[src/ssd_pkg.sv]
// package for the sample standard deviation block
// holds payload structs, widths and controller/datapath command and status types; no dependencies
package ssd_pkg;

    localparam int SAMPLE_W = 24;
    localparam int STD_W    = 25;
    localparam int COUNT_W  = 11;
    localparam int SUM_W    = 35;
    localparam int ACC_W    = 64;

    typedef struct packed {
        logic signed [SAMPLE_W-1:0] sample;
        logic                       last;
    } ssd_in_t;

    typedef struct packed {
        logic [STD_W-1:0]   std_dev;
        logic [COUNT_W-1:0] sample_count;
        logic               overflow;
    } ssd_out_t;

    // commands from controller to datapath
    typedef struct packed {
        logic store;      // accept a sample transfer
        logic div_start;  // start a divider run
        logic div_var;    // 1: divide accumulator by count-1, 0: sum by count
        logic pass_start; // start deviation pass
        logic sqrt_start; // start square root
        logic clear;      // clear set state
    } ssd_cmd_t;

    // status from datapath to controller
    typedef struct packed {
        logic div_done;
        logic pass_done;
        logic sqrt_done;
        logic enough;     // at least two samples
    } ssd_stat_t;

endpackage

[src/ssd_ctrl.sv]
// controller state machine for the sample standard deviation block
// depends on ssd_pkg
module ssd_ctrl (
    input  logic               clk,
    input  logic               rst_n,
    input  logic               in_valid,
    input  logic               in_last,
    input  logic               out_stall,
    input  ssd_pkg::ssd_stat_t stat,
    output ssd_pkg::ssd_cmd_t  cmd,
    output logic               in_stall,
    output logic               out_valid,
    output logic               out_load
);
    import ssd_pkg::*;

    typedef enum logic [2:0] {
        S_LOAD, S_MEAN, S_PASS, S_VAR, S_ROOT, S_FIN, S_OUT
    } state_t;

    state_t state_reg, state_next;
    logic out_valid_reg, out_valid_next;
    logic in_take;

    assign in_take = in_valid && !in_stall;
    assign in_stall = (state_reg != S_LOAD);
    assign out_valid = out_valid_reg;

    // load; 2+ samples: mean div, deviation pass, var div, root; output
    always_comb
    begin
        state_next = state_reg;
        out_valid_next = out_valid_reg;
        cmd = '0;
        out_load = 1'b0;
        if (out_valid_reg && !out_stall)
        begin
            out_valid_next = 1'b0;
        end
        unique case (state_reg)
            S_LOAD:
            begin
                cmd.store = in_take;
                if (in_take && in_last)
                begin
                    state_next = S_FIN;
                end
            end
            S_FIN:
            begin
                if (stat.enough)
                begin
                    cmd.div_start = 1'b1;
                    state_next = S_MEAN;
                end
                else
                begin
                    state_next = S_OUT;
                end
            end
            S_MEAN:
            begin
                if (stat.div_done)
                begin
                    state_next = S_PASS;
                end
            end
            S_PASS:
            begin
                cmd.pass_start = 1'b1;
                state_next = S_VAR;
            end
            S_VAR:
            begin
                if (stat.pass_done)
                begin
                    cmd.div_start = 1'b1;
                    cmd.div_var = 1'b1;
                end
                if (stat.div_done)
                begin
                    cmd.sqrt_start = 1'b1;
                    state_next = S_ROOT;
                end
            end
            S_ROOT:
            begin
                if (stat.sqrt_done)
                begin
                    state_next = S_OUT;
                end
            end
            S_OUT:
            begin
                // hold the result until the output register is free
                if (!out_valid_reg || !out_stall)
                begin
                    out_load = 1'b1;
                    out_valid_next = 1'b1;
                    cmd.clear = 1'b1;
                    state_next = S_LOAD;
                end
            end
            default:
            begin
                state_next = S_LOAD;
            end
        endcase
    end

    always_ff @(posedge clk or negedge rst_n)
    begin
        if (!rst_n)
        begin
            state_reg <= S_LOAD;
            out_valid_reg <= 1'b0;
        end
        else
        begin
            state_reg <= state_next;
            out_valid_reg <= out_valid_next;
        end
    end

endmodule

[config.mk]
export PLATFORM = sky130hd
export DESIGN_NAME = ssd_ctrl
export DESIGN_NICKNAME = d
export VERILOG_FILES = /design/src/ssd_pkg.sv /design/src/ssd_ctrl.sv
export SDC_FILE = /design/constraint.sdc
export NUM_CORES = 1
export LEC_CHECK = 0
export BUFFER_PORTS_ARGS = -buffer_cell sky130_fd_sc_hd__buf_2
export CAP_MARGIN = 20
export CORE_AREA = 2 2 39 41
export CTS_BUF_LIST = sky130_fd_sc_hd__clkbuf_16
export CTS_CLUSTER_SIZE = 28
export DETAILED_ROUTE_END_ITERATION = 8
export DIE_AREA = 0 0 41 43
export GPL_ROUTABILITY_DRIVEN = 0
export PLACE_DENSITY = 0.54
export SYNTH_ARGS = -nofsm -noshare
export SYNTH_HDL_FRONTEND = slang
export SYNTH_SLANG_ARGS = --single-unit
[constraint.sdc]
create_clock -name clk -period 2.02 [get_ports clk]
set_clock_uncertainty 0.1 [all_clocks]
set_input_delay 0.303 -clock clk [delete_from_list [all_inputs] [get_ports clk]]
set_output_delay 0.303 -clock clk [all_outputs]
set_load 0.01 [all_outputs]
# --- Yosys cells after proc, flatten, opt, wreduce, memory -nomap -nowiden ---
# Cells that the tools add are included.
word_totals:
  inputBits: 9
  mem_bits_rw: 0
  latch_bits: 0
  reg_bits: 4
  n_memories: 0
  out_inout_bits: 9
  romBits: 0
op_classes:
  n_shift: 0
  eq_ne: 11
  order_cmp: 0
  n_addsub: 0
  n_mux: 20
  n_div: 0
  n_bitwise: 0
  n_mul: 0
  reduce_logical: 10
ops:
  columns: ["operator", "n"]
  rows:
  - ["$pmux W3 S7", 1]
  - ["$mux W3", 6]
  - ["$mux W1", 11]
  - ["$ne A2 B2 Y1 const B", 5]
  - ["$eq A3 B3 Y1 const B", 3]
  - ["$eq A3 B2 Y1 const B", 2]
  - ["$reduce_and A5 Y1", 1]
  - ["$eq A3 B1 Y1 const B", 1]
  - ["$logic_and A1 B1 Y1", 3]
  - ["$logic_not A1 Y1", 3]
  - ["$logic_not A3 Y1", 1]
  - ["$reduce_bool A3 Y1", 1]
  - ["$mux W2", 1]
  - ["$pmux W1 S2", 1]
  - ["$logic_or A1 B1 Y1", 1]

# --- Longest topological paths before layout ---
# Gate-level depths: netlist (run 1).
depth:
  word_depth: 6
  depth_mapped: 5
  ltp_nobuf: 4

# --- Least setup slack after synthesis (run 1) ---
# No wires, ideal clock.
synth_timing:
  kind: "flip-flop to output port"
  startpoint: "register state_reg[0]"
  endpoint: "output port cmd[0] in the netlist's numbering"
  path_buffers: 2
  path_slack_ns: 0.468
  arrival_time_ns: 1.149
  path_stages_with_launch: 5
  path_cell_list: "dfrtp_1 buf_6 nand3b_1 a21oi_1 buf_4"
synth_via:
  elab_chain_len: 2
synth_lines:
  columns: ["element", "line_no", "rtl"]
  rows:
  - ["start, declared", "ssd_ctrl.sv:21", "state_t state_reg, state_next;"]
  - ["start signal, assigned", "ssd_ctrl.sv:120", "state_reg <= state_next;"]
  - ["$eq A3 B3 Y1", null, null]
  - ["$mux W1", null, null]
  - ["end, declared", "ssd_ctrl.sv:10", "output ssd_pkg::ssd_cmd_t cmd,"]
# No other way between the ends.

==> results.sh, run 1 <==
export IMPL_synth_top_family_by_area="simple AND/OR/NAND/NOR gates"
export IMPL_wl_per_cell_um=10.2
export IMPL_grt_pass1_wl_um=1170
export IMPL_first_global_vias=293
export IMPL_n_fill_cell=146
export IMPL_fin_hold_ws_ns=0.239
export IMPL_wirelength_um=734
export IMPL_worstPathMaxFanout=13
export IMPL_overflow=0
export IMPL_syn_nets=48
export IMPL_critical_path_arrival_ns=1.36
export IMPL_r2r_cells=4
export IMPL_r2r_start="state_reg[1]$_DFFE_PN0P_"
export IMPL_intPower_uw=560
export IMPL_h_tree_depth=1
export IMPL_drtAntennaViolNets=0
export IMPL_grt_max_degree=14
export IMPL_synth_seq_cells=4
export IMPL_vdd_drop_max_mv=0.605
export IMPL_worstMarginPinSlew_ns=0.347
export IMPL_clock_latency_ns=0.22
export IMPL_period_needed_ns=1.76
export IMPL_holdPathEnd="out_valid$_DFF_PN0_"
export IMPL_cp_required_ns=1.62
export IMPL_hold_path_depth=3
export IMPL_switching_share_pct=35.2
export IMPL_final_hold_viol_count=0
export IMPL_syn2layout_area_growth_pct=48.9
export IMPL_vias=325
export IMPL_cpPeakStageDelay_ns=0.49
export IMPL_rsz0062_at_grt="no"
export IMPL_antenna_found_initial=0
export IMPL_muxShareOfSynthArea_pct=9.47
export IMPL_synth_xor_area_share_pct=0
export IMPL_nets=67
export IMPL_dominantRegCellSynth="dfrtp_1"
export IMPL_yosysWarnings=0
export IMPL_hpwl_um=525
export IMPL_synth_cells=39
export IMPL_maxCapViolCount=0
export IMPL_seqPwrFrac_pct=25.3
export IMPL_synth_common_cells="4 x dfrtp_1, 4 x nand2_1, 3 x and3_1, 3 x o21ai_0"
export IMPL_clockBufferDepth=2
export IMPL_post_cts_buffers=0
export IMPL_status="completed"
export IMPL_synthArstFlopShare_pct=100
export IMPL_synth_top_area_share_pct=30.3
export IMPL_power_density_mw_per_mm2=1760
export IMPL_yosys_area_share_simple_pct=33.0
export IMPL_dr_pass1_iters=4
export IMPL_io_pins=18
export IMPL_clock_sinks=4
export IMPL_avgSynthCellArea_um2=8.47
export IMPL_std_cell_rows=14
export IMPL_initial_core_util_pct=23.9
export IMPL_synth_edf_count=0
export IMPL_synth_distinct_cells=24
export IMPL_seq_area_frac_synth_pct=30.3
export IMPL_setup_violations=0
export IMPL_slowest_stage="dfrtp_1"
export IMPL_critPathKind="flip-flop to output port"
export IMPL_cts_root_buffer="clkbuf_16"
export IMPL_final_period_utilization_pct=87.3
export IMPL_r2r_end="state_reg[1]$_DFFE_PN0P_"
export IMPL_crit_path_end_kind="output port"
export IMPL_cp_start_kind="flip-flop"
export IMPL_clkTransAtPathRegs_ns=0.03
export IMPL_cts_tree="done"
export IMPL_maxSlewViolCount=0
export IMPL_cts_buffers=3
export IMPL_drc_errors=0
export IMPL_cp_cell_sequence="or3_4 -> nor2_1 -> buf_2"
export IMPL_largest_reg_flops=3
export IMPL_max_freq_mhz=567
export IMPL_crit_path_start="state_reg[1]$_DFFE_PN0P_"
export IMPL_core_area_mm2=0.00138
export IMPL_synth_compound_area_share_pct=16.3
export IMPL_power_static_leakage_nw=0.249
export IMPL_tns_ns=0
export IMPL_comb_power_share_pct=39.2
export IMPL_drive_above_1_share_pct=41.1
export IMPL_pre_cts_ws_ns=0.358
export IMPL_syn_area_um2=330
export IMPL_maxSlewHeadroom_pct=76.3
export IMPL_hold_path_class="input pin to flip-flop"
export IMPL_viasPerCell=4.51
export IMPL_synthAdderAreaFrac_pct=0
export IMPL_numPortBuffers=17
export IMPL_clock_power_share_pct=35.5
export IMPL_die_w_um=41
export IMPL_grtUsageTotal_pct=10.0
export IMPL_hp_start="out_stall"
export IMPL_ys_top_cells_by_area="dfrtp_1 30%, mux2i_1 6.1%, and3_1 5.7%, o21ai_0 4.5%, nand2_1 4.5%"
export IMPL_dieArea_mm2=0.00176
export IMPL_drt_iter0_drc=3
export IMPL_antennaDiodeCount=0
export IMPL_switching_power_uw=305
export IMPL_dieHeight_um=43
export IMPL_final_setup_worst_slack_ns=0.256
export IMPL_synth_largest_area_cell="dfrtp_1"
export IMPL_reg2reg_slack_ns=0.35
## how the worst max path moves through the flow
stage               cells past startpoint                  endpoint
CTS                                     3                    cmd[5]
finish                                  3                    cmd[5]
detailed placement                      4  state_reg[1]$_DFFE_PN0P_
global placement                        4  state_reg[1]$_DFFE_PN0P_
floorplan                               4                    cmd[0]
global route                            3                    cmd[5]
## worst max-delay path: cells and delay by family, from the launching register on
| family | cells | cell delay (ns) |
|---|---|---|
| DFF | 1 | 0.49 |
| buffers and inverters | 1 | 0.13 |
| and+or+nand+nor | 2 | 0.52 |
## cells by family after synthesis
kind of cell | after synthesis
simple gates | 18
compound gates | 8
buf+inv | 6
flops | 4
mux | 3
## timing repair
action,in CTS,in global routing
setup endpoints to repair,0,0
resized for setup,0,0
hold buffers,1,0
endpoints found under the hold margin,4,0
## power by group through the flow
| stage | clock network [mW] | logic, mW | registers (mW) |
|---|---|---|---|
| final | 0.307 | 0.339 | 0.219 |
| after global routing | 0.317 | 0.385 | 0.237 |
| after CTS | 0.316 | 0.347 | 0.217 |
| after detailed placement | 0 | 0.344 | 0.219 |
| after global placement | 0 | 0.344 | 0.216 |
| after floorplan | 0 | 0.340 | 0.154 |
## metal layers
layer / vias to the layer above / wire, um / global-route usage [%] / part of all wire, %
met5: - / 0 / 0 / 0
met4: 0 / 18 / 10.0 / 2.5
met3: 2 / 21 / 0 / 2.9
met2: 6 / 355 / 12.8 / 48
met1: 142 / 338 / 14.1 / 46
li1: 175 / - / - / -
## final cells by class
| cell class | instances | area [um2] | share of cell area (%) |
|---|---|---|---|
| multi-input combinational | 29 | 194 | 39.4 |
| timing repair buffer | 18 | 95.1 | 19.3 |
| inverter | 2 | 7.51 | 1.53 |
| sequential | 4 | 100 | 20.4 |
| clock buffer | 3 | 75.1 | 15.3 |
| tap | 16 | 20.0 | 4.07 |
## cells in the final DEF, fill, tap and decap left out, types with 2 or more instances in the layout
cell type / n
inv_1: 2
clkbuf_16: 3
and3_1: 3
dfrtp_1: 4
o21ai_0: 3
mux2i_1: 2
nor3b_1: 2
buf_2: 17
nor2b_1: 2
nand2_1: 4
## through the flow
stage | std cells | power (mW) | area, um2 | util (%)
after detailed placement | 68 | 0.563 | 407 | 29.4
final | 72 | 0.865 | 492 | 35.5
after CTS | 72 | 0.880 | 492 | 35.5
after floorplan | 39 | 0.494 | 330 | -
after global routing | 72 | 0.939 | 492 | 35.5
after global placement | 68 | 0.560 | 407 | 29.4
(Power assumes the default switching activity.)
==> run 2, diff against run 1 <==
--- a/config.mk
+++ b/config.mk
@@ -5,6 +5,7 @@
 export SDC_FILE = /design/constraint.sdc
 export NUM_CORES = 1
 export LEC_CHECK = 0
+export ABC_AREA = 1
 export BUFFER_PORTS_ARGS = -buffer_cell sky130_fd_sc_hd__buf_2
 export CAP_MARGIN = 20
 export CORE_AREA = 2 2 39 41
@@ -13,7 +14,7 @@
 export DETAILED_ROUTE_END_ITERATION = 8
 export DIE_AREA = 0 0 41 43
 export GPL_ROUTABILITY_DRIVEN = 0
-export PLACE_DENSITY = 0.54
+export PLACE_DENSITY = 0.55
 export SYNTH_ARGS = -nofsm -noshare
 export SYNTH_HDL_FRONTEND = slang
 export SYNTH_SLANG_ARGS = --single-unit
==> run 2 against run 1 <==
  * Wire length grew 5.6%
  * Count of clock-buffer cells in the layout is the same
  * Total power shrank 2.7%
  * First-iteration DRC count grew 130%
  * Register-to-register slack gained 0.40 ns
  * Via count grew 14%
  * Synthesized cell count grew 46%
  * Sequential cell count is the same
  * Combinational power grew 3%
  * Hold slack lost 0.035 ns
  * Sequential power shrank 15%
  * Global-route usage shrank 0.060 points
  * Critical endpoint is now out_load
==> results.sh, run 2 <==
export IMPL_status="completed"
export IMPL_ys_top_cells_by_area="dfrtp_1 29%, nand2_1 20%, inv_1 11%, nand3_1 7.2%, nor2_1 5.4%"
export IMPL_wirelength_um=775
export IMPL_syn_area_um2=345
export IMPL_cts_buffers=3
export IMPL_wl_per_cell_um=8.52
export IMPL_critical_path_arrival_ns=1.22
export IMPL_clockBufferDepth=2
export IMPL_power_density_mw_per_mm2=1650
export IMPL_drt_iter0_drc=7
export IMPL_critPathKind="flip-flop to output port"
export IMPL_hpwl_um=624
export IMPL_maxSlewViolCount=0
export IMPL_avgSynthCellArea_um2=6.06
export IMPL_vias=372
export IMPL_syn2layout_area_growth_pct=47.5
export IMPL_fin_util_pct=36.8
export IMPL_drc_errors=0
export IMPL_die_w_um=41
export IMPL_yosysWarnings=0
export IMPL_initial_core_util_pct=25.0
export IMPL_cp_start_kind="flip-flop"
export IMPL_antenna_found_initial=0
export IMPL_nets=86
export IMPL_io_pins=18
export IMPL_cts_tree="done"
export IMPL_crit_path_end_kind="output port"
export IMPL_drtAntennaViolNets=0
export IMPL_maxSlewHeadroom_pct=81.8
export IMPL_syn_nets=66
export IMPL_most_common_layout_cells="18 x nand2_1, 17 x buf_2, 10 x inv_1"
export IMPL_clock_sinks=4
export IMPL_synthArstFlopShare_pct=100
export IMPL_rsz0062_at_grt="no"
export IMPL_cts_root_buffer="clkbuf_16"
export IMPL_final_setup_worst_slack_ns=0.397
export IMPL_core_area_mm2=0.00138
export IMPL_post_cts_resized=0
export IMPL_viasPerCell=4.09
export IMPL_dominantRegCellSynth="dfrtp_1"
export IMPL_dr_pass1_iters=3
export IMPL_drive_above_1_share_pct=36.0
export IMPL_synth_most_common_cell="nand2_1"
export IMPL_first_global_vias=346
export IMPL_clkTransAtPathRegs_ns=0.03
export IMPL_cp_required_ns=1.62
export IMPL_antennaDiodeCount=0
export IMPL_worstPathMaxFanout=8
export IMPL_maxCapViolCount=0
export IMPL_synth_cells=57
export IMPL_largest_reg_flops=3
export IMPL_post_cts_buffers=0
export IMPL_tns_ns=0
export IMPL_synth_largest_area_cell="dfrtp_1"
export IMPL_worstMarginPinSlew_ns=0.273
export IMPL_setup_violations=0
export IMPL_grtUsageTotal_pct=9.94
export IMPL_grt_pass1_wl_um=1170
export IMPL_layout_commonest_cell="nand2_1"
export IMPL_grt_max_degree=9
export IMPL_final_period_utilization_pct=80.3
export IMPL_pre_cts_ws_ns=0.614
export IMPL_dieArea_mm2=0.00176
export IMPL_synth_common_cells="18 x nand2_1, 10 x inv_1, 5 x nand3_1, 5 x nor2_1, 4 x dfrtp_1"
export IMPL_h_tree_depth=1
export IMPL_synth_seq_cells=4
export IMPL_synth_edf_count=0
export IMPL_dieHeight_um=43
export IMPL_synth_distinct_cells=15
export IMPL_overflow=0
export IMPL_power_static_leakage_nw=0.318
export IMPL_vdd_drop_max_mv=0.445
export IMPL_max_freq_mhz=616
export IMPL_numPortBuffers=17
export IMPL_seq_area_frac_synth_pct=29.0
export IMPL_clock_latency_ns=0.22
export IMPL_std_cell_rows=14
export IMPL_final_hold_viol_count=0
export IMPL_period_needed_ns=1.62
export IMPL_hold_path_class="input pin to flip-flop"
export IMPL_synth_top_area_share_pct=29.0
[run 2: changes by cell type after synthesis, moves of 3 or more]
cell / previous run / this run
and3_1: 3 / 0
inv_1: 2 / 10
nand2_1: 4 / 18
nand3_1: 1 / 5
nor2_1: 1 / 5
nor2_2: 0 / 3
[run 2: cell families after synthesis]
group	share of synthesized area (%)
DFF	29.0
AOI/OAI and AO/OA	5.79
and+or+nand+nor	45.6
buffers and inverters	19.6
[run 2: power by group]
| part | internal (mW) | switching [mW] | total, mW |
|---|---|---|---|
| Combinational | 0.140 | 0.209 | 0.349 |
| Clock | 0.253 | 0.0533 | 0.306 |
| Sequential | 0.119 | 0.0681 | 0.187 |
| Total | 0.512 | 0.330 | 0.842 |
[run 2: routing by layer]
metal | global-route usage (%) | wire, um
met5 | 0 | 0
met1 | 11.6 | 353
met4 | 6.00 | 0
met2 | 14.7 | 378
met3 | 3.66 | 43
[run 2: metrics by stage]
step           total power, mW  area [um2]  hold WS (ns)  std cells
5_1_grt                  0.907         509         0.249         91
6_report                 0.842         509         0.204         91
4_1_cts                  0.851         509         0.209         91
2_1_floorplan            0.471         345       -0.0926         57
3_3_place_gp             0.529         424        0.0114         87
3_5_place_dp             0.539         424        0.0114         87
[run 2: critical path: stages (launching register included)]
cell     delay, ns
dfrtp_1       0.48
nand2_1       0.10
nor2_2        0.11
inv_1         0.06
nor2_1        0.10
buf_2         0.14
[run 2: final cells by class]
type	instances	area, um2
multi-input combinational	39	178
sequential	4	100
tap	16	20.0
timing repair buffer	18	95.1
inverter	11	41.3
fill	154	875
clock buffer	3	75.1
[run 2: what timing repair did]
| action | 4_1_cts | 5_1_grt |
|---|---|---|
| hold buffers | 1 | 0 |
| endpoints found under the setup margin | 0 | 0 |
| hold endpoints to repair | 4 | 0 |
[run 2: worst paths after layout]
path,to,cells past startpoint,start,slack [ns]
max,out_load,5,state_reg[2]$_DFFE_PN0P_,0.40
min,out_valid$_DFF_PN0_,3,out_stall,0.20
max reg2reg,state_reg[0]$_DFFE_PN0P_,6,state_reg[1]$_DFFE_PN0P_,0.75
min reg2reg,out_valid$_DFF_PN0_,2,out_valid$_DFF_PN0_,0.39
max in group asynchronous,out_valid$_DFF_PN0_,2,rst_n,1.37
min in group asynchronous,state_reg[2]$_DFFE_PN0P_,2,rst_n,0.33
==> run 3, diff against run 2 <==
==> constraint.sdc (replaced) <==
create_clock -name clk -period 1.6 [get_ports clk]
set_clock_uncertainty 0.1 [all_clocks]
set_input_delay 0.24 -clock clk [delete_from_list [all_inputs] [get_ports clk]]
set_output_delay 0.24 -clock clk [all_outputs]
set_load 0.01 [all_outputs]
==> run 3 against run 2 <==
  * Hold slack lost 0.063 ns
  * Combinational power grew 28%
  * Die area is the same
  * Critical endpoint is now cmd[4]
  * Largest power group unchanged
==> results.sh, run 3 (synthesis gave the netlist of run 2 again) <==
export IMPL_layout_commonest_cell="nand2_1"
export IMPL_vdd_drop_max_mv=0.565
export IMPL_fin_util_pct=37.3
export IMPL_syn2layout_area_growth_pct=49.6
export IMPL_switching_power_uw=426
export IMPL_wl_per_cell_um=8.52
export IMPL_grt_pass1_wl_um=1170
export IMPL_power_static_leakage_nw=0.317
export IMPL_power_mw=1.08
export IMPL_period_needed_ns=1.56
export IMPL_cp_start_kind="flip-flop"
export IMPL_nets=86
export IMPL_routed_wl_met3_um=44
export IMPL_seqPwrFrac_pct=23.0
export IMPL_largest_reg_flops=3
export IMPL_dr_pass1_iters=2
export IMPL_io_pins=18
export IMPL_post_cts_buffers=0
export IMPL_clkTransAtPathRegs_ns=0.03
export IMPL_critPathKind="flip-flop to output port"
export IMPL_power_density_mw_per_mm2=2100
export IMPL_rsz0062_at_grt="yes"
export IMPL_multi_input_area_um2=183
export IMPL_numPortBuffers=17
export IMPL_grtUsageTotal_pct=9.94
export IMPL_hp_start="out_stall"
export IMPL_hpwl_um=624
export IMPL_status="completed"
export IMPL_layout_cells_non_filler=91
export IMPL_cts_tree="done"
export IMPL_die_w_um=41
export IMPL_place_inst=87
export IMPL_r2r_start="state_reg[0]$_DFFE_PN0P_"
export IMPL_final_period_utilization_pct=97.7
export IMPL_maxSlewViolCount=0
export IMPL_comb_power_share_pct=41.3
export IMPL_grt_max_degree=9
export IMPL_antennaDiodeCount=0
export IMPL_switching_share_pct=39.3
export IMPL_core_area_mm2=0.00138
export IMPL_overflow=0
export IMPL_drtAntennaViolNets=0
export IMPL_clock_power_share_pct=35.7
export IMPL_hold_path_class="input pin to flip-flop"
export IMPL_max_freq_mhz=640
export IMPL_final_hold_viol_count=0
export IMPL_viasPerCell=4.19
export IMPL_cts_buffers=3
export IMPL_clockBufferDepth=2
export IMPL_dieArea_mm2=0.00176
export IMPL_cts_root_buffer="clkbuf_16"
export IMPL_drc_errors=0
export IMPL_wl_met1_um=340
export IMPL_drive_above_1_share_pct=38.7
export IMPL_critical_path_arrival_ns=1.22
export IMPL_worstMarginPinSlew_ns=0.301
export IMPL_setup_violations=0
export IMPL_cp_required_ns=1.26
export IMPL_antenna_found_initial=0
export IMPL_n_fill_cell=153
export IMPL_maxSlewHeadroom_pct=79.9
export IMPL_crit_path_start="state_reg[0]$_DFFE_PN0P_"
export IMPL_wirelength_um=775
export IMPL_clock_latency_ns=0.22
export IMPL_std_cell_rows=14
export IMPL_dr_wl_met2_um=391
export IMPL_intPower_uw=657
export IMPL_initial_core_util_pct=25.0
export IMPL_regArea_um2=103
export IMPL_routed_top_layer="met3"
export IMPL_h_tree_depth=1
export IMPL_dieHeight_um=43
export IMPL_drt_iter0_drc=3
export IMPL_maxCapViolCount=0
export IMPL_clock_sinks=4
export IMPL_worstPathMaxFanout=8
export IMPL_most_common_layout_cells="18 x nand2_1, 17 x buf_2, 10 x inv_1"
export IMPL_first_global_vias=346
export IMPL_vias=381
export IMPL_crit_path_end_kind="output port"
run 3: cell types whose count changed in the layout (fill, tap and decap cells not counted):
cell	delta
dfrtp_2	+2
nor2_4	+1
nor2_2	-1
dfrtp_1	-2
run 3: worst max-delay path, stage by stage (launching register included):
cell	delay, ns
dfrtp_1	0.50
nand2_1	0.08
nor2_1	0.13
nand2_1	0.08
o21ai_1	0.07
buf_2	0.14
run 3: power by group through the flow:
stage                     clock network (mW)  registers (mW)  logic, mW
after floorplan                            0           0.184      0.411
after global placement                     0           0.234      0.434
after detailed placement                   0           0.236      0.444
after CTS                              0.391           0.235      0.449
after global routing                   0.403           0.259      0.509
final                                  0.387           0.249      0.448
run 3: layer usage:
layer / track usage [%] / up-vias
met3: 3.66 / 0
met4: 6.00 / 0
li1: - / 207
met5: 0 / -
met1: 11.6 / 164
met2: 14.7 / 10
run 3: layout make-up:
cell class | instances | area share, %
tap | 16 | 3.87
multi-input combinational | 39 | 35.4
timing repair buffer | 18 | 18.4
inverter | 11 | 7.99
sequential | 4 | 19.9
clock buffer | 3 | 14.5
run 3: stage by stage:
stage,TNS [ns],cell area [um2],setup WS (ns),hold slack (ns)
2_1_floorplan,0,345,0.256,-0.156
3_3_place_gp,0,424,0.273,-0.0516
3_5_place_dp,0,424,0.257,-0.0516
4_1_cts,0,509,0.0294,0.146
5_1_grt,-0.0253,517,-0.0253,0.185
6_report,0,517,0.0373,0.141
run 3: what timing repair did:
action                                  CTS  global route
hold buffers                              1             0
endpoints found under the setup margin    0             6
hold endpoints to repair                  4             0
gates resized for setup                   0             3
run 3: path summary, 6_finish.rpt:
path                            depth (start not counted)  slack (ns)                  endpoint
max in group asynchronous                               2        1.00  state_reg[1]$_DFFE_PN0P_
worst min-delay path                                    3        0.14       out_valid$_DFF_PN0_
worst max register to register                          6        0.39  state_reg[0]$_DFFE_PN0P_
worst min register to register                          2        0.39       out_valid$_DFF_PN0_
min in group asynchronous                               2        0.26  state_reg[0]$_DFFE_PN0P_
worst max-delay path                                    5        0.04                    cmd[4]
